$ cat config.mk
export PLATFORM = sky130hd
export DESIGN_NAME = arcball_rotation_from_pointer_core_flat
export DESIGN_NICKNAME = d
export VERILOG_FILES = /design/src/sv/arcball_pkg.sv /design/src/sv/arcball_if.sv /design/src/sv/arcball_rotation_from_pointer_core.sv /design/src/flat_wrapper.sv
export VERILOG_INCLUDE_DIRS = /design/src /design/src/sv
export SDC_FILE = /design/constraint.sdc
export NUM_CORES = 2
export LEC_CHECK = 0
export ABC_AREA = 0
export BUFFER_PORTS_ARGS = -buffer_cell sky130_fd_sc_hd__buf_4
export CAP_MARGIN = 30
export CORE_MARGIN = 2
export CORE_UTILIZATION = 58
export CTS_CLUSTER_SIZE = 24
export DETAILED_ROUTE_END_ITERATION = 12
export PLACE_DENSITY_LB_ADDON = 0.15
export SETUP_SLACK_MARGIN = 0.1
export SLEW_MARGIN = 20
export SYNTH_ARGS = -nofsm -noshare
export SYNTH_HDL_FRONTEND = slang
export SYNTH_SLANG_ARGS = --single-unit
$ cat constraint.sdc
create_clock -name clock -period 33.4 [get_ports clock]
set_input_delay 1.67 -clock clock [delete_from_list [all_inputs] [get_ports clock]]
set_output_delay 1.67 -clock clock [all_outputs]
set_load 0.02 [all_outputs]
$ cat src/sv/assert_macros.svh
// Assertion macros used by the rotation core.
`ifndef ASSERT_MACROS_SVH
`define ASSERT_MACROS_SVH

// Property checked at every rising clock edge outside of reset.
`define ASSERT_CLKED(label, clk, rst, prop, msg) \
   label: assert property (@(posedge clk) disable iff (rst) prop) else $error(msg);

// Simple same-cycle implication.
`define ASSERT_IMPLY(label, clk, rst, ante, cons, msg) \
   label: assert property (@(posedge clk) disable iff (rst) (ante) |-> (cons)) else $error(msg);

`endif

$ cat src/sv/arcball_pkg.sv
// Constants, types and the arctangent table of the arcball rotation core.
package arcball_pkg;

   localparam int FRAC_BITS   = 14;
   localparam int VEC_W       = 16;
   localparam int ONE_INT     = 1 << FRAC_BITS;
   localparam int ACC_W       = 32;
   localparam int ROOT_W      = 30;
   localparam int ROOT_TOP    = ROOT_W - 2;
   localparam int DIV_STEPS   = 16;
   localparam int ROOT_STEPS  = 15;
   localparam int ANGLE_ITERS = 40;
   localparam int CORDIC_BITS = 30;
   localparam int CORDIC_SH   = CORDIC_BITS - FRAC_BITS;
   localparam int CORD_W      = 34;
   localparam int ANGLE_SHIFT = 60 - FRAC_BITS;
   localparam int CNT_W       = 6;
   localparam int CSR_IDX_W   = 4;

   localparam logic signed [VEC_W-1:0] ONE     = VEC_W'(ONE_INT);
   localparam logic        [VEC_W-1:0] ONE_U   = VEC_W'(ONE_INT);
   localparam logic        [ROOT_W-1:0] ONE_SQ = ROOT_W'(ONE_INT * ONE_INT);
   localparam logic        [VEC_W-1:0] ANGLE_MAX = 16'd51472;

   localparam logic [VEC_W-1:0] WIDTH_RESET  = 16'd1920;
   localparam logic [VEC_W-1:0] HEIGHT_RESET = 16'd1080;

   localparam logic [CSR_IDX_W-1:0] CSR_WIDTH  = 4'd0;
   localparam logic [CSR_IDX_W-1:0] CSR_HEIGHT = 4'd1;

   typedef logic signed [63:0] q60_type;
   typedef q60_type atan_tab_type [ANGLE_ITERS];

   // atan(2^-sh) in Q60 by its alternating series, sh >= 1.
   function automatic q60_type atan_pow2(input int sh);
      logic [63:0] term;
      logic [63:0] t;
      q60_type     sum;
      int          k;
      term = 64'd1 << (60 - sh);
      sum  = '0;
      k    = 0;
      while (term != 64'd0) begin
         t = term / 64'(2 * k + 1);
         if (k % 2 == 1) begin
            sum = sum - $signed(t);
         end else begin
            sum = sum + $signed(t);
         end
         term = term >> (2 * sh);
         k    = k + 1;
      end
      return sum;
   endfunction

   // atan(1/3) in Q60.
   function automatic q60_type atan_third();
      logic [63:0] term;
      logic [63:0] t;
      q60_type     sum;
      int          k;
      term = (64'd1 << 60) / 3;
      sum  = '0;
      k    = 0;
      while (term != 64'd0) begin
         t = term / 64'(2 * k + 1);
         if (k % 2 == 1) begin
            sum = sum - $signed(t);
         end else begin
            sum = sum + $signed(t);
         end
         term = term / 9;
         k    = k + 1;
      end
      return sum;
   endfunction

   function automatic atan_tab_type build_atan_tab();
      atan_tab_type tab;
      tab[0] = atan_pow2(1) + atan_third();
      for (int i = 1; i < ANGLE_ITERS; i++) begin
         tab[i] = atan_pow2(i);
      end
      return tab;
   endfunction

   localparam atan_tab_type ATAN_TAB = build_atan_tab();
   localparam q60_type      PI_Q60   = ATAN_TAB[0] * 4;

   typedef enum logic [8:0] {
      ST_IDLE  = 9'b000000001,
      ST_LOAD  = 9'b000000010,
      ST_DIV   = 9'b000000100,
      ST_SQSUM = 9'b000001000,
      ST_ROOT  = 9'b000010000,
      ST_POINT = 9'b000100000,
      ST_MUL   = 9'b001000000,
      ST_CORD  = 9'b010000000,
      ST_FIN   = 9'b100000000
   } state_type;

   typedef enum logic [1:0] {
      JOB_MAPX  = 2'd0,
      JOB_MAPY  = 2'd1,
      JOB_NORMR = 2'd2,
      JOB_NORMU = 2'd3
   } job_type;

endpackage

$ cat src/sv/arcball_if.sv
// Channel interfaces of the arcball rotation core.
interface arcball_req_if;
   import arcball_pkg::*;
   logic                    valid;
   logic                    ready;
   logic                    operation;
   logic signed [VEC_W-1:0] pointer_x;
   logic signed [VEC_W-1:0] pointer_y;
   modport source (output valid, operation, pointer_x, pointer_y, input ready);
   modport sink   (input valid, operation, pointer_x, pointer_y, output ready);
endinterface

interface arcball_rsp_if;
   import arcball_pkg::*;
   logic                    valid;
   logic                    ready;
   logic        [VEC_W-1:0] rotation_angle;
   logic signed [VEC_W-1:0] axis_forward;
   logic signed [VEC_W-1:0] axis_right;
   logic signed [VEC_W-1:0] axis_up;
   modport source (output valid, rotation_angle, axis_forward, axis_right, axis_up,
                   input ready);
   modport sink   (input valid, rotation_angle, axis_forward, axis_right, axis_up,
                   output ready);
endinterface

interface arcball_csr_if;
   import arcball_pkg::*;
   logic                 valid;
   logic                 ready;
   logic [CSR_IDX_W-1:0] index;
   logic [VEC_W-1:0]     data;
   modport source (output valid, index, data, input ready);
   modport sink   (input valid, index, data, output ready);
endinterface

$ cat src/sv/arcball_rotation_from_pointer_core.sv
// Arcball rotation core: pointer events in, rotation angle and axis out.
//
//   channel   dir  contents
//   req_ch    in   operation, pointer_x, pointer_y
//   rsp_ch    out  rotation_angle, axis_forward, axis_right, axis_up
//   csr_ch    in   index, data (window_width, window_height)
//
// A press maps the pointer onto the sphere, normalising when the point falls outside the unit circle.
// A drag goes on with the products, the angle root and 40 CORDIC steps.
// One restoring divider, one square root unit and one 16x16 multiplier are reused.
// Synchronous reset sets the window to 1920x1080 and the start point to zero.
// The result sits in an output register; a new result waits only if it is untaken.
`include "assert_macros.svh"

module arcball_rotation_from_pointer_core (
   input logic             clock,
   input logic             reset,
   arcball_req_if.sink     req_ch,
   arcball_rsp_if.source   rsp_ch,
   arcball_csr_if.sink     csr_ch
);
   import arcball_pkg::*;

   state_type state_ff, state_in;
   job_type   job_ff, job_in;
   logic [CNT_W-1:0] cnt_ff, cnt_in;

   logic                    op_ff, op_in;
   logic signed [VEC_W-1:0] px_ff, px_in, py_ff, py_in;
   logic [VEC_W-1:0] width_ff, width_in, height_ff, height_in;

   logic signed [VEC_W-1:0] start_f_ff, start_f_in, start_r_ff, start_r_in;
   logic signed [VEC_W-1:0] start_u_ff, start_u_in;
   logic signed [VEC_W-1:0] cur_f_ff, cur_f_in, cur_r_ff, cur_r_in, cur_u_ff, cur_u_in;

   logic [ACC_W-1:0] div_n_ff, div_n_in;
   logic [VEC_W-1:0] div_d_ff, div_d_in, div_q_ff, div_q_in;
   logic             div_neg_ff, div_neg_in, div_sat_ff, div_sat_in;
   logic [VEC_W-1:0] len_ff, len_in;

   logic [ROOT_W-1:0] sq_v_ff, sq_v_in, sq_res_ff, sq_res_in, sq_bit_ff, sq_bit_in;
   logic              root_acos_ff, root_acos_in, inside_ff, inside_in;

   logic signed [ACC_W-1:0] prod_ff, prod_in, acc_ff, acc_in;
   logic                    mul_sub_ff, mul_sub_in;
   logic signed [VEC_W-1:0] mul_a, mul_b;

   logic signed [VEC_W-1:0] dot_ff, dot_in, ax_ff, ax_in, ay_ff, ay_in, az_ff, az_in;
   logic signed [CORD_W-1:0] cx_ff, cx_in, cy_ff, cy_in;
   q60_type                  cz_ff, cz_in;

   logic                    rsp_valid_ff, rsp_valid_in;
   logic [VEC_W-1:0]        out_ang_ff, out_ang_in;
   logic signed [VEC_W-1:0] out_f_ff, out_f_in, out_r_ff, out_r_in, out_u_ff, out_u_in;

   // Helper signals.
   logic [VEC_W-1:0]        w_eff, h_eff, map_den;
   logic signed [17:0]      num_x, num_y, num_sel;
   logic [16:0]             map_mag;
   logic signed [VEC_W-1:0] norm_src;
   logic [VEC_W-1:0]        norm_mag;
   logic [16:0]             div_t;
   logic                    div_ge;
   logic [VEC_W-1:0]        div_qmag;
   logic signed [VEC_W-1:0] div_val;
   logic [ROOT_W-1:0]       sq_sum;
   logic                    sq_ge;
   logic signed [ACC_W-1:0] sprod;
   logic signed [VEC_W-1:0] acc_scaled;
   logic signed [VEC_W-1:0] dot_abs;
   logic signed [CORD_W-1:0] cx_sh, cy_sh;
   q60_type                 z_pos, z_full, z_round;

   function automatic logic signed [VEC_W-1:0] scale_clamp(input logic signed [ACC_W-1:0] a);
      logic signed [ACC_W-1:0] t;
      // Truncate toward zero on the division by one.
      t = a[ACC_W-1] ? ((a + ACC_W'(ONE_INT - 1)) >>> FRAC_BITS) : (a >>> FRAC_BITS);
      if (t > ACC_W'(ONE_INT)) begin
         return ONE;
      end else if (t < -ACC_W'(ONE_INT)) begin
         return -ONE;
      end
      return t[VEC_W-1:0];
   endfunction

   assign req_ch.ready = (state_ff == ST_IDLE);
   assign csr_ch.ready = 1'b1;

   assign rsp_ch.valid          = rsp_valid_ff;
   assign rsp_ch.rotation_angle = out_ang_ff;
   assign rsp_ch.axis_forward   = out_f_ff;
   assign rsp_ch.axis_right     = out_r_ff;
   assign rsp_ch.axis_up        = out_u_ff;

   // A zero window size counts as one pixel.
   assign w_eff = (width_ff == '0) ? VEC_W'(1) : width_ff;
   assign h_eff = (height_ff == '0) ? VEC_W'(1) : height_ff;

   assign num_x   = {px_ff[VEC_W-1], px_ff, 1'b0} - $signed({2'b00, w_eff});
   assign num_y   = $signed({2'b00, h_eff}) - {py_ff[VEC_W-1], py_ff, 1'b0};
   assign num_sel = (job_ff == JOB_MAPX) ? num_x : num_y;
   assign map_den = (job_ff == JOB_MAPX) ? w_eff : h_eff;
   assign map_mag = num_sel[17] ? 17'(-num_sel) : num_sel[16:0];

   assign norm_src = (job_ff == JOB_NORMR) ? cur_r_ff : cur_u_ff;
   assign norm_mag = norm_src[VEC_W-1] ? VEC_W'(-norm_src) : norm_src;

   // One restoring division step.
   assign div_t  = {div_n_ff[ACC_W-1:VEC_W], div_n_ff[VEC_W-1]};
   assign div_ge = div_t >= {1'b0, div_d_ff};
   assign div_qmag = div_sat_ff ? ONE_U : ((div_q_ff > ONE_U) ? ONE_U : div_q_ff);
   assign div_val  = div_neg_ff ? -$signed(div_qmag) : $signed(div_qmag);

   // One digit of the bitwise square root.
   assign sq_sum = sq_res_ff + sq_bit_ff;
   assign sq_ge  = sq_v_ff >= sq_sum;

   assign sprod      = mul_sub_ff ? -prod_ff : prod_ff;
   assign acc_scaled = scale_clamp(acc_ff);
   assign dot_abs    = dot_ff[VEC_W-1] ? -dot_ff : dot_ff;

   assign cx_sh = cx_ff >>> cnt_ff;
   assign cy_sh = cy_ff >>> cnt_ff;

   assign z_pos   = cz_ff[63] ? '0 : cz_ff;
   assign z_full  = dot_ff[VEC_W-1] ? (PI_Q60 - z_pos) : z_pos;
   assign z_round = z_full + (q60_type'(1) <<< (ANGLE_SHIFT - 1));

   // Shared multiplier operands.
   always_comb begin
      mul_a      = cur_r_ff;
      mul_b      = cur_r_ff;
      mul_sub_in = 1'b0;
      if (state_ff == ST_SQSUM) begin
         if (cnt_ff != '0) begin
            mul_a = cur_u_ff;
            mul_b = cur_u_ff;
         end
      end else begin
         case (cnt_ff)
            6'd0: begin mul_a = start_f_ff; mul_b = cur_f_ff; end
            6'd1: begin mul_a = start_r_ff; mul_b = cur_r_ff; end
            6'd2: begin mul_a = start_u_ff; mul_b = cur_u_ff; end
            6'd3: begin mul_a = start_r_ff; mul_b = cur_u_ff; end
            6'd4: begin mul_a = start_u_ff; mul_b = cur_r_ff; mul_sub_in = 1'b1; end
            6'd5: begin mul_a = start_u_ff; mul_b = cur_f_ff; end
            6'd6: begin mul_a = start_f_ff; mul_b = cur_u_ff; mul_sub_in = 1'b1; end
            6'd7: begin mul_a = start_f_ff; mul_b = cur_r_ff; end
            6'd8: begin mul_a = start_r_ff; mul_b = cur_f_ff; mul_sub_in = 1'b1; end
            6'd9: begin mul_a = dot_abs;    mul_b = dot_abs;  end
            default: begin end
         endcase
      end
      prod_in = mul_a * mul_b;
   end

   always_comb begin
      state_in     = state_ff;
      job_in       = job_ff;
      cnt_in       = cnt_ff;
      op_in        = op_ff;
      px_in        = px_ff;
      py_in        = py_ff;
      width_in     = width_ff;
      height_in    = height_ff;
      start_f_in   = start_f_ff;
      start_r_in   = start_r_ff;
      start_u_in   = start_u_ff;
      cur_f_in     = cur_f_ff;
      cur_r_in     = cur_r_ff;
      cur_u_in     = cur_u_ff;
      div_n_in     = div_n_ff;
      div_d_in     = div_d_ff;
      div_q_in     = div_q_ff;
      div_neg_in   = div_neg_ff;
      div_sat_in   = div_sat_ff;
      len_in       = len_ff;
      sq_v_in      = sq_v_ff;
      sq_res_in    = sq_res_ff;
      sq_bit_in    = sq_bit_ff;
      root_acos_in = root_acos_ff;
      inside_in    = inside_ff;
      acc_in       = acc_ff;
      dot_in       = dot_ff;
      ax_in        = ax_ff;
      ay_in        = ay_ff;
      az_in        = az_ff;
      cx_in        = cx_ff;
      cy_in        = cy_ff;
      cz_in        = cz_ff;
      rsp_valid_in = rsp_valid_ff;
      out_ang_in   = out_ang_ff;
      out_f_in     = out_f_ff;
      out_r_in     = out_r_ff;
      out_u_in     = out_u_ff;

      if (csr_ch.valid) begin
         if (csr_ch.index == CSR_WIDTH) begin
            width_in = csr_ch.data;
         end else if (csr_ch.index == CSR_HEIGHT) begin
            height_in = csr_ch.data;
         end
      end

      if (rsp_ch.ready) begin
         rsp_valid_in = 1'b0;
      end

      unique case (state_ff)
         ST_IDLE: begin
            if (req_ch.valid) begin
               op_in    = req_ch.operation;
               px_in    = req_ch.pointer_x;
               py_in    = req_ch.pointer_y;
               job_in   = JOB_MAPX;
               state_in = ST_LOAD;
            end
         end
         ST_LOAD: begin
            cnt_in   = '0;
            div_q_in = '0;
            if (job_ff == JOB_MAPX || job_ff == JOB_MAPY) begin
               // At or past twice the window the quotient clamps; the divide runs on a zero dividend.
               div_sat_in = map_mag >= {map_den, 1'b0};
               div_n_in   = div_sat_in ? '0 : (ACC_W'(map_mag) << FRAC_BITS);
               div_d_in   = map_den;
               div_neg_in = num_sel[17];
            end else begin
               div_sat_in = 1'b0;
               div_n_in   = ACC_W'(norm_mag) << FRAC_BITS;
               div_d_in   = len_ff;
               div_neg_in = norm_src[VEC_W-1];
            end
            state_in = ST_DIV;
         end
         ST_DIV: begin
            if (cnt_ff == CNT_W'(DIV_STEPS)) begin
               cnt_in = '0;
               case (job_ff)
                  JOB_MAPX: begin
                     cur_r_in = div_val;
                     job_in   = JOB_MAPY;
                     state_in = ST_LOAD;
                  end
                  JOB_MAPY: begin
                     cur_u_in = div_val;
                     state_in = ST_SQSUM;
                  end
                  JOB_NORMR: begin
                     cur_r_in = div_val;
                     job_in   = JOB_NORMU;
                     state_in = ST_LOAD;
                  end
                  default: begin
                     cur_u_in = div_val;
                     state_in = ST_POINT;
                  end
               endcase
            end else begin
               div_n_in = {(div_ge ? 16'(div_t - {1'b0, div_d_ff}) : div_t[VEC_W-1:0]),
                           div_n_ff[VEC_W-2:0], 1'b0};
               div_q_in = {div_q_ff[VEC_W-2:0], div_ge};
               cnt_in   = cnt_ff + 1'b1;
            end
         end
         ST_SQSUM: begin
            cnt_in = cnt_ff + 1'b1;
            if (cnt_ff == 6'd1) begin
               acc_in = prod_ff;
            end else if (cnt_ff == 6'd2) begin
               acc_in = acc_ff + prod_ff;
            end else if (cnt_ff == 6'd3) begin
               inside_in    = acc_ff <= $signed({2'b00, ONE_SQ});
               sq_v_in      = inside_in ? (ONE_SQ - acc_ff[ROOT_W-1:0]) : acc_ff[ROOT_W-1:0];
               sq_res_in    = '0;
               sq_bit_in    = ROOT_W'(1) << ROOT_TOP;
               root_acos_in = 1'b0;
               cnt_in       = '0;
               state_in     = ST_ROOT;
            end
         end
         ST_ROOT: begin
            if (cnt_ff == CNT_W'(ROOT_STEPS)) begin
               cnt_in = '0;
               if (root_acos_ff) begin
                  cx_in    = CORD_W'(dot_abs) <<< CORDIC_SH;
                  cy_in    = $signed(CORD_W'(sq_res_ff)) <<< CORDIC_SH;
                  cz_in    = '0;
                  state_in = ST_CORD;
               end else if (inside_ff) begin
                  cur_f_in = $signed(sq_res_ff[VEC_W-1:0]);
                  state_in = ST_POINT;
               end else begin
                  // Outside the circle the point moves onto the rim.
                  cur_f_in = '0;
                  len_in   = sq_res_ff[VEC_W-1:0];
                  job_in   = JOB_NORMR;
                  state_in = ST_LOAD;
               end
            end else begin
               sq_v_in   = sq_ge ? (sq_v_ff - sq_sum) : sq_v_ff;
               sq_res_in = sq_ge ? ((sq_res_ff >> 1) + sq_bit_ff) : (sq_res_ff >> 1);
               sq_bit_in = sq_bit_ff >> 2;
               cnt_in    = cnt_ff + 1'b1;
            end
         end
         ST_POINT: begin
            cnt_in = '0;
            if (!op_ff) begin
               start_f_in = cur_f_ff;
               start_r_in = cur_r_ff;
               start_u_in = cur_u_ff;
               state_in   = ST_IDLE;
            end else begin
               state_in = ST_MUL;
            end
         end
         ST_MUL: begin
            // Products land in the cycle after issue; each sum is scaled once complete.
            cnt_in = cnt_ff + 1'b1;
            if (cnt_ff == 6'd1 || cnt_ff == 6'd4 || cnt_ff == 6'd6 || cnt_ff == 6'd8) begin
               acc_in = sprod;
            end else if (cnt_ff != '0 && cnt_ff != 6'd10) begin
               acc_in = acc_ff + sprod;
            end
            case (cnt_ff)
               6'd4: dot_in = acc_scaled;
               6'd6: ax_in  = acc_scaled;
               6'd8: ay_in  = acc_scaled;
               6'd10: begin
                  az_in        = acc_scaled;
                  sq_v_in      = ONE_SQ - prod_ff[ROOT_W-1:0];
                  sq_res_in    = '0;
                  sq_bit_in    = ROOT_W'(1) << ROOT_TOP;
                  root_acos_in = 1'b1;
                  cnt_in       = '0;
                  state_in     = ST_ROOT;
               end
               default: begin end
            endcase
         end
         ST_CORD: begin
            if (cy_ff > 0) begin
               cx_in = cx_ff + cy_sh;
               cy_in = cy_ff - cx_sh;
               cz_in = cz_ff + ATAN_TAB[cnt_ff];
            end else begin
               cx_in = cx_ff - cy_sh;
               cy_in = cy_ff + cx_sh;
               cz_in = cz_ff - ATAN_TAB[cnt_ff];
            end
            cnt_in = cnt_ff + 1'b1;
            if (cnt_ff == CNT_W'(ANGLE_ITERS - 1)) begin
               state_in = ST_FIN;
            end
         end
         ST_FIN: begin
            if (!rsp_valid_ff || rsp_ch.ready) begin
               rsp_valid_in = 1'b1;
               out_ang_in   = z_round[ANGLE_SHIFT +: VEC_W];
               out_f_in     = ax_ff;
               out_r_in     = ay_ff;
               out_u_in     = az_ff;
               state_in     = ST_IDLE;
            end
         end
         default: state_in = ST_IDLE;
      endcase
   end

   always_ff @(posedge clock) begin
      if (reset) begin
         state_ff     <= ST_IDLE;
         job_ff       <= JOB_MAPX;
         cnt_ff       <= '0;
         rsp_valid_ff <= 1'b0;
         width_ff     <= WIDTH_RESET;
         height_ff    <= HEIGHT_RESET;
         start_f_ff   <= '0;
         start_r_ff   <= '0;
         start_u_ff   <= '0;
      end else begin
         state_ff     <= state_in;
         job_ff       <= job_in;
         cnt_ff       <= cnt_in;
         rsp_valid_ff <= rsp_valid_in;
         width_ff     <= width_in;
         height_ff    <= height_in;
         start_f_ff   <= start_f_in;
         start_r_ff   <= start_r_in;
         start_u_ff   <= start_u_in;
      end
   end

   always_ff @(posedge clock) begin
      op_ff        <= op_in;
      px_ff        <= px_in;
      py_ff        <= py_in;
      cur_f_ff     <= cur_f_in;
      cur_r_ff     <= cur_r_in;
      cur_u_ff     <= cur_u_in;
      div_n_ff     <= div_n_in;
      div_d_ff     <= div_d_in;
      div_q_ff     <= div_q_in;
      div_neg_ff   <= div_neg_in;
      div_sat_ff   <= div_sat_in;
      len_ff       <= len_in;
      sq_v_ff      <= sq_v_in;
      sq_res_ff    <= sq_res_in;
      sq_bit_ff    <= sq_bit_in;
      root_acos_ff <= root_acos_in;
      inside_ff    <= inside_in;
      prod_ff      <= prod_in;
      mul_sub_ff   <= mul_sub_in;
      acc_ff       <= acc_in;
      dot_ff       <= dot_in;
      ax_ff        <= ax_in;
      ay_ff        <= ay_in;
      az_ff        <= az_in;
      cx_ff        <= cx_in;
      cy_ff        <= cy_in;
      cz_ff        <= cz_in;
      out_ang_ff   <= out_ang_in;
      out_f_ff     <= out_f_in;
      out_r_ff     <= out_r_in;
      out_u_ff     <= out_u_in;
   end

   `ASSERT_IMPLY(a_angle_range, clock, reset, rsp_ch.valid, rsp_ch.rotation_angle <= ANGLE_MAX, "rotation angle above pi")
   `ASSERT_CLKED(a_busy_after_transfer, clock, reset, (req_ch.valid && req_ch.ready) |=> (state_ff != ST_IDLE), "core idle right after an input transfer")
   `ASSERT_IMPLY(a_point_in_range, clock, reset, state_ff == ST_MUL, (cur_r_ff <= ONE) && (cur_r_ff >= -ONE) && (cur_u_ff <= ONE) && (cur_u_ff >= -ONE), "mapped point outside the unit square")

endmodule
$ cat src/flat_wrapper.sv
// flat-port wrapper written by rule: the top's interface ports become plain ports
module arcball_rotation_from_pointer_core_flat import arcball_pkg::*;
  (clock, reset, req_ch_valid, req_ch_operation, req_ch_pointer_x, req_ch_pointer_y, req_ch_ready, rsp_ch_valid, rsp_ch_rotation_angle, rsp_ch_axis_forward, rsp_ch_axis_right, rsp_ch_axis_up, rsp_ch_ready, csr_ch_valid, csr_ch_index, csr_ch_data, csr_ch_ready);
  arcball_req_if req_ch_i ();
  arcball_rsp_if rsp_ch_i ();
  arcball_csr_if csr_ch_i ();
  input logic clock;
  input logic reset;
  input wire logic [$bits(req_ch_i.valid)-1:0] req_ch_valid;
  input wire logic [$bits(req_ch_i.operation)-1:0] req_ch_operation;
  input wire logic [$bits(req_ch_i.pointer_x)-1:0] req_ch_pointer_x;
  input wire logic [$bits(req_ch_i.pointer_y)-1:0] req_ch_pointer_y;
  output wire logic [$bits(req_ch_i.ready)-1:0] req_ch_ready;
  output wire logic [$bits(rsp_ch_i.valid)-1:0] rsp_ch_valid;
  output wire logic [$bits(rsp_ch_i.rotation_angle)-1:0] rsp_ch_rotation_angle;
  output wire logic [$bits(rsp_ch_i.axis_forward)-1:0] rsp_ch_axis_forward;
  output wire logic [$bits(rsp_ch_i.axis_right)-1:0] rsp_ch_axis_right;
  output wire logic [$bits(rsp_ch_i.axis_up)-1:0] rsp_ch_axis_up;
  input wire logic [$bits(rsp_ch_i.ready)-1:0] rsp_ch_ready;
  input wire logic [$bits(csr_ch_i.valid)-1:0] csr_ch_valid;
  input wire logic [$bits(csr_ch_i.index)-1:0] csr_ch_index;
  input wire logic [$bits(csr_ch_i.data)-1:0] csr_ch_data;
  output wire logic [$bits(csr_ch_i.ready)-1:0] csr_ch_ready;
  assign req_ch_i.valid = req_ch_valid;
  assign req_ch_i.operation = req_ch_operation;
  assign req_ch_i.pointer_x = req_ch_pointer_x;
  assign req_ch_i.pointer_y = req_ch_pointer_y;
  assign req_ch_ready = req_ch_i.ready;
  assign rsp_ch_valid = rsp_ch_i.valid;
  assign rsp_ch_rotation_angle = rsp_ch_i.rotation_angle;
  assign rsp_ch_axis_forward = rsp_ch_i.axis_forward;
  assign rsp_ch_axis_right = rsp_ch_i.axis_right;
  assign rsp_ch_axis_up = rsp_ch_i.axis_up;
  assign rsp_ch_i.ready = rsp_ch_ready;
  assign csr_ch_i.valid = csr_ch_valid;
  assign csr_ch_i.index = csr_ch_index;
  assign csr_ch_i.data = csr_ch_data;
  assign csr_ch_ready = csr_ch_i.ready;
  arcball_rotation_from_pointer_core u_core (.clock(clock), .reset(reset), .req_ch(req_ch_i), .rsp_ch(rsp_ch_i), .csr_ch(csr_ch_i));
endmodule
== Word level (Yosys, flattened, before mapping) ==
Memories as Yosys holds them, arrays and structs flattened.
Cells that the tools add are included.
Word-level totals
  memory bits (read-only): 4096
  flip-flop bits (word level): 678
  output and inout bits: 67
  input port bits: 58
  memories kept: 1
Operators by class
  $add $sub $neg: 25
  multiply operators: 1
  bitwise gates (word level): 8
  magnitude comparators: 9
  mux-type cells: 111
  reductions and logical operators: 49
  equal/unequal tests: 44
  shift operators: 2
Memory list
  (name not given): depth 64, width 64, rd ports 1, clocked after Yosys merged registers in 0, wr ports 0, RTL line arcball_rotation_from_pointer_core.sv:346  | cz_in = cz_ff + ATAN_TAB[cnt_ff];
Operator list (count)
  30-bit 2-to-1 mux: 18
  64-bit 2-to-1 mux: 5
  16-bit 2-to-1 mux: 18
  30-bit one-hot mux with 3 select lines: 3
  32-bit 2-to-1 mux: 8
  34-bit 2-to-1 mux: 6
  34-bit one-hot mux with 2 select lines: 2
  32-bit one-hot mux with 2 select lines: 2
  64-bit one-hot mux with 2 select lines: 1
  62-bit 2-to-1 mux: 2
  9-bit 2-to-1 mux: 10
  9-bit one-hot mux with 9 select lines: 1
  34-bit adder: 2
  34-bit by 6-bit >>> shifter with 34-bit output: 2
  34-bit subtractor: 2
  32-bit adder: 2
  64-bit adder: 1
  16-bit one-hot mux with 4 select lines: 1
  64-bit subtractor: 1
  62-bit by 47-bit adder with 62-bit output, second input constant: 1
  61-bit by 62-bit subtractor with 62-bit output, first input constant: 1
  29-bit by 30-bit subtractor with 30-bit output, first input constant: 2
  16-bit negator: 3
  16-bit one-hot mux with 3 select lines: 1
  76 further kinds: 154

== Logic depth before layout (Yosys ltp) ==
  depth in word-level cells: 10
  mapped depth: 44
  mapped depth without buffers: 35

== Least setup slack after synthesis ==
Ideal clock, no wire load.
  kind: flip-flop to flip-flop
  start point: register u_core.state_ff[0]
  end point: register u_core.cx_ff[0], enable pin
  cell stages (with the launch flop): 8
  path slack: 21.146 ns
  required time: 32.595 ns
  data arrival time: 11.448 ns
  cells stage by stage: dfxtp_1 > nor2_1 > or4b_2 > or3_1 > nor3b_1 > clkbuf_1 > nand2_1 > o21ai_0
On the way
  longest elaborated chain between the ends: 3
  elaborated cells on any way between the ends: 6
RTL lines
  start: declaration: RTL line arcball_rotation_from_pointer_core.sv:24  | state_type state_ff, state_in;
  start signal: assignment: RTL line arcball_rotation_from_pointer_core.sv:383  | state_ff <= state_in;
  9-bit by 5-bit == test with 1-bit output or 9-bit by 8-bit == test with 1-bit output (tied branches): RTL line arcball_rotation_from_pointer_core.sv:209  | unique case (state_ff)
  2-bit by 1-bit inequality test with 1-bit output (no source line) or 2-bit nonzero test (tied branches)
  3-bit AND reduction (no source line) *
  end signal: assignment: RTL line arcball_rotation_from_pointer_core.sv:420  | cx_ff <= cx_in;
  end: declaration: RTL line arcball_rotation_from_pointer_core.sv:49  | logic signed [CORD_W-1:0] cx_ff, cx_in, cy_ff, cy_in;
Mark *: on every way between the ends. The rest lies on a longest branch, timed or not.
A chain may end at the register's enable or synchronous reset.

== Worst setup path in the final report ==
  start point: register u_core.cnt_ff[4]
  end point: register u_core.prod_ff[31]
On the way
  longest elaborated chain between the ends: 5
  elaborated cells on any way between the ends: 22
RTL lines
  start: declaration: RTL line arcball_rotation_from_pointer_core.sv:26  | logic [CNT_W-1:0] cnt_ff, cnt_in;
  start signal: assignment: RTL line arcball_rotation_from_pointer_core.sv:385  | cnt_ff <= cnt_in;
  6-bit by 4-bit == test with 1-bit output (tied with other cells): RTL line arcball_rotation_from_pointer_core.sv:140  | case (cnt_ff)
  3-bit OR reduction (no source line)
  16-bit one-hot mux with 4 select lines or 16-bit one-hot mux with 3 select lines (tied branches): RTL line arcball_rotation_from_pointer_core.sv:140
  16-bit 2-to-1 mux: RTL line arcball_rotation_from_pointer_core.sv:134  | if (state_ff == ST_SQSUM) begin
  16-bit by 16-bit multiplier with 32-bit output *: RTL line arcball_rotation_from_pointer_core.sv:154  | prod_in = mul_a * mul_b;
  net u_core.prod_in[31]: RTL line arcball_rotation_from_pointer_core.sv:44  | logic signed [ACC_W-1:0] prod_ff, prod_in, acc_ff, acc_in;
  end signal: assignment: RTL line arcball_rotation_from_pointer_core.sv:413  | prod_ff <= prod_in;
  end: declaration: RTL line arcball_rotation_from_pointer_core.sv:44
Mark *: on every way through the listed nets, which the timed path passes. The rest lies on a longest branch.

==> results.cfg <==
[outcome]
status = finished clean

[drt]
wirelength_um = 206000
drtIter0Drc = 7065
ant_nets = 0
top_layer = met5
firstDrtPassIters = 8
met2_length_um = 91200
num_vias = 56700
wl_met1_um = 85400
wire_per_inst_um = 23.4
remaining_drc_errors = 0
vias_per_cell = 6.44
wl_met3_um = 19000

[final_layout]
area_delta_synth_final_pct = 7.74
nets = 7992
fillers = 9599
layout-drive-gt1-share_pct = 8.30

[sta]
worstMarginPinSlew_ns = 1.05
fin_tns_setup_ns = 0
finalMaxSlewViolations = 0
hold_violations = 0
post-route-period-util_pct = 32.9
post-route-min-period_ns = 10.98
max_slew_margin_pct = 29.3
clock_skew_ns = 0.0658
fin_hold_ws_ns = 0.402
rsz0062_at_grt = false
max_clock_freq_ghz = 0.0910
finalSetupViolCount = 0

[job]
cap_violations = 0

[clock_network]
post_cts_buffers = 0
clk_pin_slew_ns = 0.06
cts.sinks = 649
htree_num_levels = 3
cts-resized-gates = 0
cts_inserted_buffers = 81
cts_tree = done
hold_buffers = 0
cts_buffer_depth = 3
cts_root_buf = clkbuf_16
clock_latency_ns = 0.72

[yosys]
yosys_register_bits = 649
avgSynthCellArea_sq_um = 8.82
synthMuxAreaShare_pct = 5.77
syn_nets = 8040
postSynthCellCount = 7289
synth-simple-area-share_pct = 17.7
synthesis.area_sq_mm = 0.0643
seq_area_frac_synth_pct = 28.3
synth_top_family_by_area = compound AO/OA/AOI/OAI gates
async_reset_ff_share_pct = 0
ys_types = 107
synth_compound_area_share_pct = 18.3
synth_xor_area_share_pct = 7.85
ys.flop_type = edfxtp_1
yosys_warnings = 0
synth_adder_area_share_pct = 16.7
synth_edf_count = 518

[placed_design]
gp_congestion = 1.01
hpwl_um = 156000
port_buffers = 123

[critical_path]
cp-startpoint = u_core.cnt_ff[4]
slowest_delay_ns = 1.04
critPathCaptureType = register
critPathKind = register to register
cp.arrival_ns = 11.53
cpMaxStageDelayCell = nor4_2
worstReg2RegStart = u_core.cnt_ff[4]
critPathLaunchType = register
cpMostUsedCell = fa_1
worst_ep_required_time_ns = 33.94
cp_max_fo = 67

[min_path]
holdCritPathClass = register to register
min-delay-start = u_core.az_ff[9]

[floorplanning]
coreArea_sq_mm = 0.110
num_io_pins = 125
start_util_pct = 58.3
die_area_sq_mm = 0.113
die_h_um = 337
die_x_um = 337
rows = 122

[global_routing]
grt_overflow_total = 0
track_usage_pct = 36.0
antenna_found_initial = 3
grt_pass1_wl_um = 318000
grt_max_degree = 133
first_global_vias = 53700

[pwr]
power_leakage_nw = 28.6
pwr_density_cell_mw_per_mm2 = 60.1
vdd_drop_max_mv = 0.139
## flip-flops by register name, summed over array words and instances (netlist names), 18 cells and up
register          flops
u_core.cx_ff         34
u_core.sq_v_ff       30
u_core.acc_ff        32
u_core.cz_ff         64
u_core.prod_ff       32
u_core.sq_res_ff     30
u_core.div_n_ff      18
u_core.cy_ff         34
## stage by stage
step	cells	util, %	total power [W]	area [sq um]	worst slack [ns]
2_1_floorplan	7289	-	0.00265	64300	21.15
3_3_place_gp	8635	60.2	0.00322	66400	22.84
3_5_place_dp	8639	60.3	0.00325	66400	22.68
4_1_cts	8790	62.7	0.00415	69100	22.63
5_1_grt	8797	62.8	0.00447	69200	21.94
6_report	8801	62.8	0.00416	69200	22.42
## path summary, 6_finish.rpt
kind                         endpoint  slack [ns]  cells after the start
min          u_core.rsp_ch.axis_up[9]        0.40                      0
max                u_core.prod_ff[31]       22.42                     30
max reg2reg        u_core.prod_ff[31]       22.42                     30
min reg2reg  u_core.rsp_ch.axis_up[9]        0.40                      0
## power breakdown
| part | switching (W) | leakage (nW) | total, W | internal [W] |
|---|---|---|---|---|
| sequential | 0.0000719 | 5.84 | 0.00100 | 0.000930 |
| clock | 0.000393 | 1.30 | 0.000889 | 0.000496 |
| combinational | 0.00138 | 21.5 | 0.00227 | 0.000892 |
| total | 0.00184 | 28.6 | 0.00416 | 0.00232 |
## kinds of logic after synthesis
family,Yosys count
multiplexers,260
other,1
adder cells (fa/ha/maj),693
XOR/XNOR,576
flip-flops,649
buffers and inverters,871
AND/OR/NAND/NOR,2429
AO/OA/AOI/OAI,1810
## cell type report
class	count	area (sq um)	area share [%]
Sequential cell	649	18200	26.3
Clock inverter	46	455	0.658
Clock buffer	105	2230	3.22
Timing Repair Buffer	226	1770	2.56
Tap cell	1488	1860	2.69
Antenna cell	4	10.0	0.0145
Inverter	514	1930	2.79
Multi-Input combinational cell	5769	42800	61.8
## layer usage
| layer | vias up | global-route usage (%) |
|---|---|---|
| met3 | 534 | 5.56 |
| met4 | 2 | 16.1 |
| met1 | 27300 | 50.2 |
| li1 | 26000 | - |
| met2 | 2848 | 55.5 |
| met5 | - | 0 |
## layout by cell type (no fill, tap or decap), drive strengths merged, types with 152 or more instances in the layout
cell	count
a21o	154
a21oi	494
buf	226
edfxtp	518
fa	272
ha	421
inv	516
nand2	788
nand3	152
nor2	696
o21ai	389
xnor2	313
xor2	263
## synth_stat cells, types with 24 or more instances
library cell  instances  area share (%)
nand2_1             788             4.6
nor2_1              696             4.1
edfxtp_1            518              24
inv_1               512             3.0
a21oi_1             493             3.8
ha_1                421             8.2
o21ai_0             369             2.9
xnor2_1             313             4.3
clkbuf_1            275             1.6
fa_1                272             8.5
xor2_1              263             3.6
a21o_1              154             1.8
nand3_1             152             1.2
nor3_1              143             1.1
mux2i_1             133             2.1
dfxtp_1             131             4.1
and2_1              111             1.1
nand2b_1            106             1.0
a31oi_1              93            0.91
a211oi_1             92             1.1
mux4_2               84             2.9
nor2b_1              76            0.74
or3_1                66            0.64
o21a_1               53            0.62
o31ai_1              50            0.58
o211ai_1             49            0.57
nor4_1               48            0.47
and3_1               47            0.46
o21bai_1             45            0.53
a22oi_1              44            0.51
mux2_2               42            0.74
nand4_1              42            0.41
or2_2                35            0.34
a211o_1              34            0.46
buf_2                34            0.26
o221ai_1             28            0.38
a221o_1              26            0.40
a221oi_1             26            0.35
nand3b_1             24            0.28
## worst max-delay path: cells and delay by family (launching register included)
family | cells | cell delay (ns)
xor+xnor | 1 | 0.13
simple gates | 10 | 3.13
fa+ha+maj | 7 | 4.04
buf+inv | 8 | 1.79
compound gates | 4 | 1.37
flops | 1 | 0.31
Note: power is estimated with default switching activity, not from simulation.
